--- config.mk ---
export PLATFORM = sky130hd
export DESIGN_NAME = rate_monotonic_task_scheduler_unit
export DESIGN_NICKNAME = d
export VERILOG_FILES = /design/src/rtl/core/rmts_pkg.sv /design/src/rtl/core/rmts_ctrl.sv /design/src/rtl/core/rmts_dp.sv /design/src/rtl/core/rate_monotonic_task_scheduler_unit.sv
export SDC_FILE = /design/constraint.sdc
export NUM_CORES = 2
export LEC_CHECK = 0
export BUFFER_PORTS_ARGS = -buffer_cell sky130_fd_sc_hd__buf_4
export CAP_MARGIN = 20
export CORE_MARGIN = 5
export CORE_UTILIZATION = 30
export DETAILED_ROUTE_END_ITERATION = 12
export SETUP_SLACK_MARGIN = 0.1
export SLEW_MARGIN = 10
export SYNTH_ARGS = -nofsm -noshare
export SYNTH_HDL_FRONTEND = slang
export SYNTH_SLANG_ARGS = --single-unit
--- constraint.sdc ---
create_clock -name i_clk -period 19.9 [get_ports i_clk]
set_input_delay 1.99 -clock i_clk [delete_from_list [all_inputs] [get_ports i_clk]]
set_output_delay 1.99 -clock i_clk [all_outputs]
set_load 0.02 [all_outputs]
--- src/rtl/core/rmts_pkg.sv ---
// Shared types and constants for the rate-monotonic task scheduler.
package rmts_pkg;

    localparam int MaxTasks = 16;
    localparam int SlotW    = $clog2(MaxTasks);
    localparam int CntW     = $clog2(MaxTasks + 1);
    localparam int IdW      = 22;
    localparam int PerW     = 16;
    localparam int ShareW   = 26;
    localparam int SumW     = 32;
    localparam int LimW     = 16;
    localparam logic [LimW-1:0] LimitReset = 16'd693;
    localparam logic [9:0] Thousand = 10'd1000;

    typedef enum logic [1:0] {
        MODE_REG   = 2'd0,
        MODE_YIELD = 2'd1,
        MODE_DEREG = 2'd2,
        MODE_TICK  = 2'd3
    } t_mode;

    typedef enum logic [1:0] {
        PH_NEW   = 2'd0,
        PH_SLEEP = 2'd1,
        PH_READY = 2'd2,
        PH_RUN   = 2'd3
    } t_phase;

    typedef enum logic [2:0] {
        ST_OK      = 3'd0,
        ST_BADARG  = 3'd1,
        ST_ADMIT   = 3'd2,
        ST_DUP     = 3'd3,
        ST_UNKNOWN = 3'd4,
        ST_STATE   = 3'd5,
        ST_FULL    = 3'd6
    } t_status;

    // Controller -> datapath commands.
    typedef enum logic [3:0] {
        OP_NONE,
        OP_LATCH,     // capture the event, reset scan flags
        OP_DIV_START, // load the share divider
        OP_DIV_STEP,  // one quotient bit
        OP_SCAN,      // visit slot r_idx: lookup / free / tick / total
        OP_REGISTER,  // write new slot
        OP_YIELD,     // apply yield phase change
        OP_DEREG,     // free found slot
        OP_SCHED_PRE, // drop sleeping runner
        OP_PICK,      // visit slot r_idx: best ready
        OP_SCHED_FIN, // commit preemption
        OP_TOT_CLR    // clear the total accumulator
    } t_op;

    typedef enum logic [1:0] {
        SCAN_FIND,
        SCAN_TICK,
        SCAN_TOTAL
    } t_scan;

    typedef struct packed {
        t_op        op;
        t_scan      scan;
        logic [SlotW-1:0] idx;
    } t_cmd;

    typedef struct packed {
        t_mode  mode;
        logic   bad_arg;
        logic   admit_fail;
        logic   found;
        logic   has_free;
        t_phase found_phase;
        logic   woke;
    } t_stat;

endpackage

--- src/rtl/core/rmts_ctrl.sv ---
// Sequencer for event processing: scans, division, scheduling.
module rmts_ctrl
    import rmts_pkg::*;
(
    input  logic  i_clk,
    input  logic  i_rst_n,
    input  logic  i_in_valid,
    output logic  o_in_ready,
    output logic  o_res_load,
    input  logic  i_res_free,
    input  t_stat i_stat,
    output t_cmd  o_cmd
);

    typedef enum logic [3:0] {
        S_IDLE, S_LATCH, S_DIVLD, S_DIV, S_FIND, S_DECIDE,
        S_TICK, S_PRE, S_PICK, S_FIN, S_TCLR, S_TOT, S_DONE
    } t_state;

    t_state r_state;
    logic [SlotW-1:0] r_idx;
    logic [4:0] r_bit;

    assign o_in_ready = (r_state == S_IDLE);
    assign o_res_load = (r_state == S_DONE) && i_res_free;

    always_comb begin
        o_cmd.op   = OP_NONE;
        o_cmd.scan = SCAN_FIND;
        o_cmd.idx  = r_idx;
        unique case (r_state)
            // capture the event on the transfer edge
            S_IDLE:  o_cmd.op = i_in_valid ? OP_LATCH : OP_NONE;
            S_LATCH: o_cmd.op = OP_NONE;
            S_DIVLD: o_cmd.op = OP_DIV_START;
            S_DIV:   o_cmd.op = OP_DIV_STEP;
            S_FIND:  o_cmd.op = OP_SCAN;
            S_TICK: begin
                o_cmd.op   = OP_SCAN;
                o_cmd.scan = SCAN_TICK;
            end
            S_TOT: begin
                o_cmd.op   = OP_SCAN;
                o_cmd.scan = SCAN_TOTAL;
            end
            S_DECIDE: begin
                unique case (i_stat.mode)
                    MODE_REG:   o_cmd.op = OP_REGISTER;
                    MODE_YIELD: o_cmd.op = OP_YIELD;
                    MODE_DEREG: o_cmd.op = OP_DEREG;
                    default:    o_cmd.op = OP_NONE;
                endcase
            end
            S_PRE:  o_cmd.op = OP_SCHED_PRE;
            S_PICK: o_cmd.op = OP_PICK;
            S_FIN:  o_cmd.op = OP_SCHED_FIN;
            S_TCLR: o_cmd.op = OP_TOT_CLR;
            default: o_cmd.op = OP_NONE;
        endcase
    end

    localparam logic [SlotW-1:0] LastIdx = SlotW'(MaxTasks - 1);

    always_ff @(posedge i_clk) begin
        if (!i_rst_n) begin
            r_state <= S_IDLE;
            r_idx   <= '0;
            r_bit   <= '0;
        end else begin
            unique case (r_state)
                S_IDLE: if (i_in_valid) r_state <= S_LATCH;
                S_LATCH: begin
                    r_idx <= '0;
                    if (i_stat.mode == MODE_TICK) begin
                        r_state <= S_TICK;
                    end else if (i_stat.mode == MODE_REG) begin
                        r_state <= S_DIVLD;
                    end else begin
                        r_state <= S_FIND;
                    end
                end
                S_DIVLD: begin
                    r_bit   <= 5'd25;
                    r_state <= i_stat.bad_arg ? S_DONE : S_DIV;
                end
                S_DIV: begin
                    r_bit <= r_bit - 5'd1;
                    if (r_bit == 5'd0) r_state <= S_FIND;
                end
                S_FIND: begin
                    r_idx <= r_idx + SlotW'(1);
                    if (r_idx == LastIdx) r_state <= S_DECIDE;
                end
                S_DECIDE: begin
                    r_idx <= '0;
                    unique case (i_stat.mode)
                        MODE_REG: begin
                            if (!i_stat.admit_fail && !i_stat.found
                                && i_stat.has_free) begin
                                r_state <= S_TCLR;
                            end else begin
                                r_state <= S_DONE;
                            end
                        end
                        MODE_YIELD: begin
                            if (i_stat.found && (i_stat.found_phase == PH_NEW
                                || i_stat.found_phase == PH_RUN)) begin
                                r_state <= S_PRE;
                            end else begin
                                r_state <= S_DONE;
                            end
                        end
                        MODE_DEREG: r_state <= i_stat.found ? S_TCLR : S_DONE;
                        default:    r_state <= S_DONE;
                    endcase
                end
                S_TICK: begin
                    r_idx <= r_idx + SlotW'(1);
                    if (r_idx == LastIdx) r_state <= S_PRE;
                end
                S_PRE: begin
                    if (i_stat.mode == MODE_TICK && !i_stat.woke) begin
                        r_state <= S_DONE;
                    end else begin
                        r_idx   <= '0;
                        r_state <= S_PICK;
                    end
                end
                S_PICK: begin
                    r_idx <= r_idx + SlotW'(1);
                    if (r_idx == LastIdx) r_state <= S_FIN;
                end
                S_FIN:  r_state <= S_DONE;
                S_TCLR: begin
                    r_idx   <= '0;
                    r_state <= S_TOT;
                end
                S_TOT: begin
                    r_idx <= r_idx + SlotW'(1);
                    if (r_idx == LastIdx) r_state <= S_DONE;
                end
                S_DONE: if (i_res_free) r_state <= S_IDLE;
                default: r_state <= S_IDLE;
            endcase
        end
    end

endmodule

--- src/rtl/core/rmts_dp.sv ---
// Task table, share divider, scan and pick datapath.
module rmts_dp
    import rmts_pkg::*;
(
    input  logic             i_clk,
    input  logic             i_rst_n,
    input  t_cmd             i_cmd,
    input  logic [1:0]       i_mode,
    input  logic [IdW-1:0]   i_task_id,
    input  logic [PerW-1:0]  i_period_ms,
    input  logic [PerW-1:0]  i_runtime_ms,
    input  logic [LimW-1:0]  i_limit,
    output t_stat            o_stat,
    output logic [2:0]       o_status,
    output logic             o_running_valid,
    output logic [IdW-1:0]   o_running_task_id,
    output logic [SumW-1:0]  o_utilization_sum
);

    logic [MaxTasks-1:0]  r_used;
    logic [MaxTasks-1:0]  r_armed;
    logic [IdW-1:0]       r_tid   [MaxTasks];
    logic [PerW-1:0]      r_per   [MaxTasks];
    logic [ShareW-1:0]    r_share [MaxTasks];
    t_phase               r_phase [MaxTasks];
    logic [PerW-1:0]      r_cnt   [MaxTasks];

    t_mode               r_mode;
    logic [IdW-1:0]      r_id;
    logic [PerW-1:0]     r_per_in;
    logic [ShareW-1:0]   r_num;   // dividend shifting out, quotient in
    logic [PerW:0]       r_rem;
    logic                r_run_p;
    logic [SlotW-1:0]    r_run_s;
    logic [SumW-1:0]     r_total;
    logic [2:0]          r_status;
    logic                r_found;
    logic [SlotW-1:0]    r_fslot;
    logic                r_free;
    logic [SlotW-1:0]    r_fidx;
    logic                r_woke;
    logic                r_best_v;
    logic [SlotW-1:0]    r_best;
    logic [PerW-1:0]     r_best_p;

    logic [SlotW-1:0] w_i;
    logic [PerW:0]    w_rem_sh;
    logic             w_ge;
    logic [SumW:0]    w_add;
    logic [SumW-1:0]  w_sat;
    logic             w_bad;

    // saturating accumulate of one slot's share into the running total
    function automatic logic [SumW-1:0] sat_acc(input logic [SumW-1:0] a,
                                                input logic [ShareW-1:0] b);
        logic [SumW:0] s;
        s = {1'b0, a} + {{(SumW+1-ShareW){1'b0}}, b};
        return s[SumW] ? '1 : s[SumW-1:0];
    endfunction

    assign w_i      = i_cmd.idx;
    assign w_rem_sh = {r_rem[PerW-1:0], r_num[ShareW-1]};
    assign w_ge     = w_rem_sh >= {1'b0, r_per_in};
    assign w_bad    = (r_per_in == '0) || (r_num == '0);
    // total + share, saturated; share is r_num once division is done
    assign w_add    = {1'b0, r_total} + {{(SumW+1-ShareW){1'b0}}, r_num};
    assign w_sat    = w_add[SumW] ? '1 : w_add[SumW-1:0];

    assign o_stat.mode        = r_mode;
    assign o_stat.bad_arg     = w_bad;
    assign o_stat.admit_fail  = w_sat > {{(SumW-LimW){1'b0}}, i_limit};
    assign o_stat.found       = r_found;
    assign o_stat.has_free    = r_free;
    assign o_stat.found_phase = r_phase[r_fslot];
    assign o_stat.woke        = r_woke;

    assign o_status          = r_status;
    assign o_running_valid   = r_run_p;
    assign o_running_task_id = r_run_p ? r_tid[r_run_s] : '0;
    assign o_utilization_sum = r_total;

    always_ff @(posedge i_clk) begin
        if (!i_rst_n) begin
            r_used   <= '0;
            r_armed  <= '0;
            r_run_p  <= 1'b0;
            r_run_s  <= '0;
            r_total  <= '0;
            r_status <= ST_OK;
            r_mode   <= MODE_REG;
            for (int k = 0; k < MaxTasks; k++) r_cnt[k] <= '0;
        end else begin
            case (i_cmd.op)
                OP_LATCH: begin
                    r_mode   <= t_mode'(i_mode);
                    r_id     <= i_task_id;
                    r_per_in <= i_period_ms;
                    r_num    <= ShareW'(i_runtime_ms);
                    r_status <= ST_OK;
                    r_found  <= 1'b0;
                    r_fslot  <= '0;
                    r_free   <= 1'b0;
                    r_fidx   <= '0;
                    r_woke   <= 1'b0;
                    r_best_v <= 1'b0;
                    r_best   <= '0;
                    r_best_p <= '0;
                end
                OP_DIV_START: begin
                    // dividend = 1000 * runtime, fits in 26 bits
                    r_num <= ShareW'(r_num[PerW-1:0]) * ShareW'(Thousand);
                    r_rem <= '0;
                    if (w_bad) r_status <= ST_BADARG;
                end
                OP_DIV_STEP: begin
                    r_rem <= w_ge ? (w_rem_sh - {1'b0, r_per_in}) : w_rem_sh;
                    r_num <= {r_num[ShareW-2:0], w_ge};
                end
                OP_SCAN: begin
                    case (i_cmd.scan)
                        SCAN_FIND: begin
                            if (r_used[w_i] && r_tid[w_i] == r_id && !r_found) begin
                                r_found <= 1'b1;
                                r_fslot <= w_i;
                            end
                            if (!r_used[w_i] && !r_free) begin
                                r_free <= 1'b1;
                                r_fidx <= w_i;
                            end
                        end
                        SCAN_TICK: begin
                            if (r_used[w_i] && r_armed[w_i]) begin
                                if (r_cnt[w_i] > PerW'(1)) begin
                                    r_cnt[w_i] <= r_cnt[w_i] - PerW'(1);
                                end else begin
                                    r_cnt[w_i] <= r_per[w_i];
                                    if (r_phase[w_i] == PH_SLEEP) begin
                                        r_phase[w_i] <= PH_READY;
                                        r_woke       <= 1'b1;
                                    end else begin
                                        r_status <= ST_STATE;
                                    end
                                end
                            end
                        end
                        default: begin
                            if (r_used[w_i]) begin
                                r_total <= sat_acc(r_total, r_share[w_i]);
                            end
                        end
                    endcase
                end
                OP_REGISTER: begin
                    if (o_stat.admit_fail) begin
                        r_status <= ST_ADMIT;
                    end else if (r_found) begin
                        r_status <= ST_DUP;
                    end else if (!r_free) begin
                        r_status <= ST_FULL;
                    end else begin
                        r_used[r_fidx]  <= 1'b1;
                        r_tid[r_fidx]   <= r_id;
                        r_per[r_fidx]   <= r_per_in;
                        r_share[r_fidx] <= r_num;
                        r_phase[r_fidx] <= PH_NEW;
                        r_cnt[r_fidx]   <= '0;
                        r_armed[r_fidx] <= 1'b0;
                    end
                end
                OP_YIELD: begin
                    if (!r_found) begin
                        r_status <= ST_UNKNOWN;
                    end else if (r_phase[r_fslot] == PH_NEW) begin
                        r_phase[r_fslot] <= PH_READY;
                        r_cnt[r_fslot]   <= r_per[r_fslot];
                        r_armed[r_fslot] <= 1'b1;
                    end else if (r_phase[r_fslot] == PH_RUN) begin
                        r_phase[r_fslot] <= PH_SLEEP;
                    end else begin
                        r_status <= ST_STATE;
                    end
                end
                OP_DEREG: begin
                    if (r_found) begin
                        r_used[r_fslot]  <= 1'b0;
                        r_armed[r_fslot] <= 1'b0;
                        r_cnt[r_fslot]   <= '0;
                        if (r_run_p && r_run_s == r_fslot) r_run_p <= 1'b0;
                    end
                end
                OP_SCHED_PRE: begin
                    if (r_run_p && r_phase[r_run_s] == PH_SLEEP) r_run_p <= 1'b0;
                end
                OP_PICK: begin
                    if (r_used[w_i] && r_phase[w_i] == PH_READY
                        && (!r_best_v || r_per[w_i] < r_best_p)) begin
                        r_best_v <= 1'b1;
                        r_best   <= w_i;
                        r_best_p <= r_per[w_i];
                    end
                end
                OP_SCHED_FIN: begin
                    if (r_best_v && !(r_run_p && r_per[r_run_s] <= r_best_p)) begin
                        if (r_run_p) r_phase[r_run_s] <= PH_READY;
                        r_phase[r_best] <= PH_RUN;
                        r_run_s <= r_best;
                        r_run_p <= 1'b1;
                    end
                end
                OP_TOT_CLR: r_total <= '0;
                default: ;
            endcase
        end
    end

endmodule

--- src/rtl/core/rate_monotonic_task_scheduler_unit.sv ---
// Top level of the rate-monotonic task scheduler.
// One event is taken at a time. From input transfer to result load: register
// runs a 26-step share division, a 16-slot lookup and, once admitted, a 16-slot
// share total, skipping all three when period or runtime is zero; yield runs
// the lookup, plus a 16-slot ready-task pick if a phase changes; tick
// scans all slots, plus the pick if a task wakes; deregister runs the lookup
// plus the total for a known id. Each slot scan visits one table entry per cycle.
// The result sits in an output register so the next event can be taken
// while it waits; a result still held there stalls the next one's load.
// The admission limit may be written only while idle.
module rate_monotonic_task_scheduler_unit
    import rmts_pkg::*;
(
    input  logic             i_clk,
    input  logic             i_rst_n,
    input  logic             i_cfg_valid,
    output logic             o_cfg_ready,
    input  logic [LimW-1:0]  i_admission_limit,
    input  logic             i_in_valid,
    output logic             o_in_ready,
    input  logic [1:0]       i_mode,
    input  logic [IdW-1:0]   i_task_id,
    input  logic [PerW-1:0]  i_period_ms,
    input  logic [PerW-1:0]  i_runtime_ms,
    output logic             o_out_valid,
    input  logic             i_out_ready,
    output logic [2:0]       o_status,
    output logic             o_running_valid,
    output logic [IdW-1:0]   o_running_task_id,
    output logic [SumW-1:0]  o_utilization_sum
);

    logic [LimW-1:0] r_limit;
    t_cmd  w_cmd;
    t_stat w_stat;
    logic  w_load;
    logic  w_free;
    logic [2:0]      w_status;
    logic            w_rv;
    logic [IdW-1:0]  w_rid;
    logic [SumW-1:0] w_sum;

    assign o_cfg_ready = 1'b1;
    assign w_free      = !o_out_valid || i_out_ready;

    always_ff @(posedge i_clk) begin
        if (!i_rst_n) begin
            r_limit     <= LimitReset;
            o_out_valid <= 1'b0;
        end else begin
            if (i_cfg_valid) r_limit <= i_admission_limit;
            if (w_load) begin
                o_out_valid <= 1'b1;
            end else if (i_out_ready) begin
                o_out_valid <= 1'b0;
            end
        end
    end

    always_ff @(posedge i_clk) begin
        if (w_load) begin
            o_status          <= w_status;
            o_running_valid   <= w_rv;
            o_running_task_id <= w_rid;
            o_utilization_sum <= w_sum;
        end
    end

    rmts_ctrl u_ctrl (
        .i_clk      (i_clk),
        .i_rst_n    (i_rst_n),
        .i_in_valid (i_in_valid),
        .o_in_ready (o_in_ready),
        .o_res_load (w_load),
        .i_res_free (w_free),
        .i_stat     (w_stat),
        .o_cmd      (w_cmd)
    );

    rmts_dp u_dp (
        .i_clk             (i_clk),
        .i_rst_n           (i_rst_n),
        .i_cmd             (w_cmd),
        .i_mode            (i_mode),
        .i_task_id         (i_task_id),
        .i_period_ms       (i_period_ms),
        .i_runtime_ms      (i_runtime_ms),
        .i_limit           (r_limit),
        .o_stat            (w_stat),
        .o_status          (w_status),
        .o_running_valid   (w_rv),
        .o_running_task_id (w_rid),
        .o_utilization_sum (w_sum)
    );

endmodule

==> metrics.yaml <==
status: "completed"
crit_path_end_kind: "flip-flop"
post-cts-setup-buffers: 0
yosysMostFrequentCell: "edfxtp_1"
row_count: 188
grt.total_usage: 0.165
synth_compound_area_frac: 0.0515
synth_area_um2: 78600
synth_edf_count: 1450
cts_tree: "built"
place_inst: 8463
root_buffer: "clkbuf_16"
cp.required_ns: 20.34
ys_ff_latch: 1598
dp_hpwl_um: 150000
leakage_nw: 29.0
tns_ns: 0
setup_ws_ns: 10.03
nets: 5450
wl_per_cell_um: 26.1
gp_congestion: 0.909
grt_pass1_wl_um: 333000
drive_gt1_frac: 0.242
synth_common_cells: "edfxtp_1 (1,450), mux4_2 (699), nor2_1 (468)"
core_um2: 262000
ant_nets: 0
setup_violations: 0
synthMuxAreaShare: 0.207
cellPowerDensity_nw_per_um2: 136
start_util: 0.301
synth_nets: 5343
fin_crit_sh: 0.496
synth_ff_type: "edfxtp_1"
clk_pin_slew_ns: 0.06
synthAdderAreaFrac: 0.0443
synth_top_family_by_area: "multiplexers"
grt_pass1_vias: 47200
slew_viol_final: 0
die_area_um2: 272000
p_total_mw: 12.2
synth_cell_types: 92
synth_area_leader_cell: "edfxtp_1"
rsz0062_at_grt: "false"
fmax_mhz: 101
grt_max_degree: 130
grt_antenna_before_repair: 9
cp.arrival_ns: 10.31
yosys.area_share.xor_xnor: 0.0116
utilization: 0.342
finClkSkew_ns: 0.0473
port_buffers: 136
cts.sinks: 1598
num_vias: 47200
fp.dieH_um: 522
finalHoldViolations: 0
route.detailed.drc: 0
wl_um: 229000
first_iter_violations: 4978
fin_area_um2: 89500
hold_buffers: 0
avgViaCountPerCell: 5.38
fin_crit_ns: 9.87
syn_inst: 5022
netlist_top_cells_area: "edfxtp_1 (55%), mux4_2 (20%), dfxtp_1 (3.8%)"
worstSetupPathType: "flip-flop to flip-flop"
ir_drop_mv: 0.612
dr.pass1.iters: 6
async_flop_share: 0
clk_path_buf_depth: 3
worstMarginPinSlew_ns: 1.20
final_cell_count_no_fill: 8783
cts_buffers: 173
area_growth_pct: 13.8
cap_violations: 0
avgSynthCellArea_um2: 15.7
yosys_warnings: 0
htree_levels: 4
overflow: 0
ctsResizeCount: 0
synth-simple-area-share: 0.0679
dp_slack_ns: 10.15
placed_cell_area_um2: 83800
synth.yosys.seq_area_share: 0.592
fillers: 25000
relSlewSlack: 0.202
ios: 138
critPathLaunchType: "flip-flop"
die_x_um: 522
cp_max_fo: 23
worstSkewPairLatency_ns: 0.83
holdWs_ns: 0.475
synth_top_area_share: 0.554
holdCritPathClass: "flip-flop to flip-flop"
where the power goes:
part	internal (mW)	switching (mW)
Clock	1.80	1.37
Sequential	3.97	0.283
Combinational	1.97	2.78
Total	7.75	4.43
per-layer routing:
layer,part of all wire,vias to the layer above,GRT usage,routed length [µm]
met5,0,-,0,0
met4,0.028,0,0.0461,6340
met3,0.074,310,0.0288,17000
met2,0.48,2080,0.270,111000
met1,0.42,24700,0.226,95200
li1,-,20100,-,-
logic make-up after synthesis:
| family | count (synthesis) |
|---|---|
| simple gates | 1161 |
| mux | 748 |
| other cells | 1 |
| fa+ha+maj | 244 |
| flops | 1598 |
| xor+xnor | 104 |
| buf+inv | 521 |
| compound gates | 645 |
critical path: stages (launching register included):
cell	delay (ns)
edfxtp_1	0.72
ha_1	0.41
fa_1	0.44
a211oi_1	0.30
o211a_1	0.27
o211ai_1	0.22
a21bo_2	0.29
a21oi_1	0.22
a21boi_0	0.18
nand2_1	0.39
nand2_1	0.10
ha_1	0.31
and4_1	0.23
and4_1	0.22
a21oi_1	0.15
a22oi_1	0.13
a2111oi_0	0.37
nor4bb_1	0.34
and4_1	0.55
and4b_1	0.72
nand3_1	0.17
a21boi_0	0.21
a21oi_1	0.97
nand3_1	0.78
nand2_1	0.79
layout by cell type, fill, tap and decap left out, types with 26 or more instances in the layout:
master     netlist  final
edfxtp_1      1450   1450
mux4_2         699    699
nor2_1         468    447
nand2_1        286    286
buf_4            4    228
inv_1          212    211
ha_1           187    187
o21ai_0        184    184
a21oi_1        178    178
clkbuf_16        0    175
dfxtp_1        148    135
nand3_1         80     80
xnor2_1         73     73
fa_1            57     57
and2_1          56     56
nor3_1          55     54
clkbuf_1       213     45
mux2i_1         38     38
a31oi_1         37     36
nor2b_1         32     32
nand4_1         32     32
xor2_1          31     31
a21o_1          28     28
clkinv_2         0     27
a211oi_1        27     26
clkinv_1         0     26
state kept, by name, indices dropped and copies added (netlist names), 5 cells and up, named ones only:
signal / cells
u_dp.r_best_p: 16
u_dp.r_phase: 32
u_dp.o_utilization_sum: 32
u_ctrl.r_bit: 5
r_limit: 16
u_dp.r_rem: 16
u_dp.r_id: 22
o_running_task_id: 22
u_dp.r_num: 26
u_dp.r_tid: 352
u_dp.r_cnt: 256
o_utilization_sum: 32
u_dp.r_share: 416
u_dp.r_used: 16
u_dp.r_armed: 16
u_dp.r_per_in: 16
u_dp.r_per: 256
area by class of cell:
type	count	area (µm²)	share of cell area
Inverter	213	800	0.00894
Timing Repair Buffer	240	1940	0.0217
Multi-Input combinational cell	2903	30200	0.338
Clock inverter	88	946	0.0106
Tap cell	3515	4400	0.0492
Sequential cell	1598	46500	0.520
Clock buffer	225	4610	0.0515
Antenna cell	1	2.50	0.0000280
path summary, 6_finish.rpt:
kind	start	endpoint	slack (ns)	cells after the start
setup reg to reg	u_dp.r_num[0]$_DFFE_PP_	u_dp.r_cnt[11][4]$_SDFFCE_PN0P_	10.03	24
setup / recovery	u_dp.r_num[0]$_DFFE_PP_	u_dp.r_cnt[11][4]$_SDFFCE_PN0P_	10.03	24
hold reg to reg	u_dp.r_armed[3]$_SDFFE_PN0P_	u_dp.r_armed[3]$_SDFFE_PN0P_	0.48	2
hold / removal	u_dp.r_armed[3]$_SDFFE_PN0P_	u_dp.r_armed[3]$_SDFFE_PN0P_	0.48	2
No activity file was read; power rests on OpenSTA's default activity.
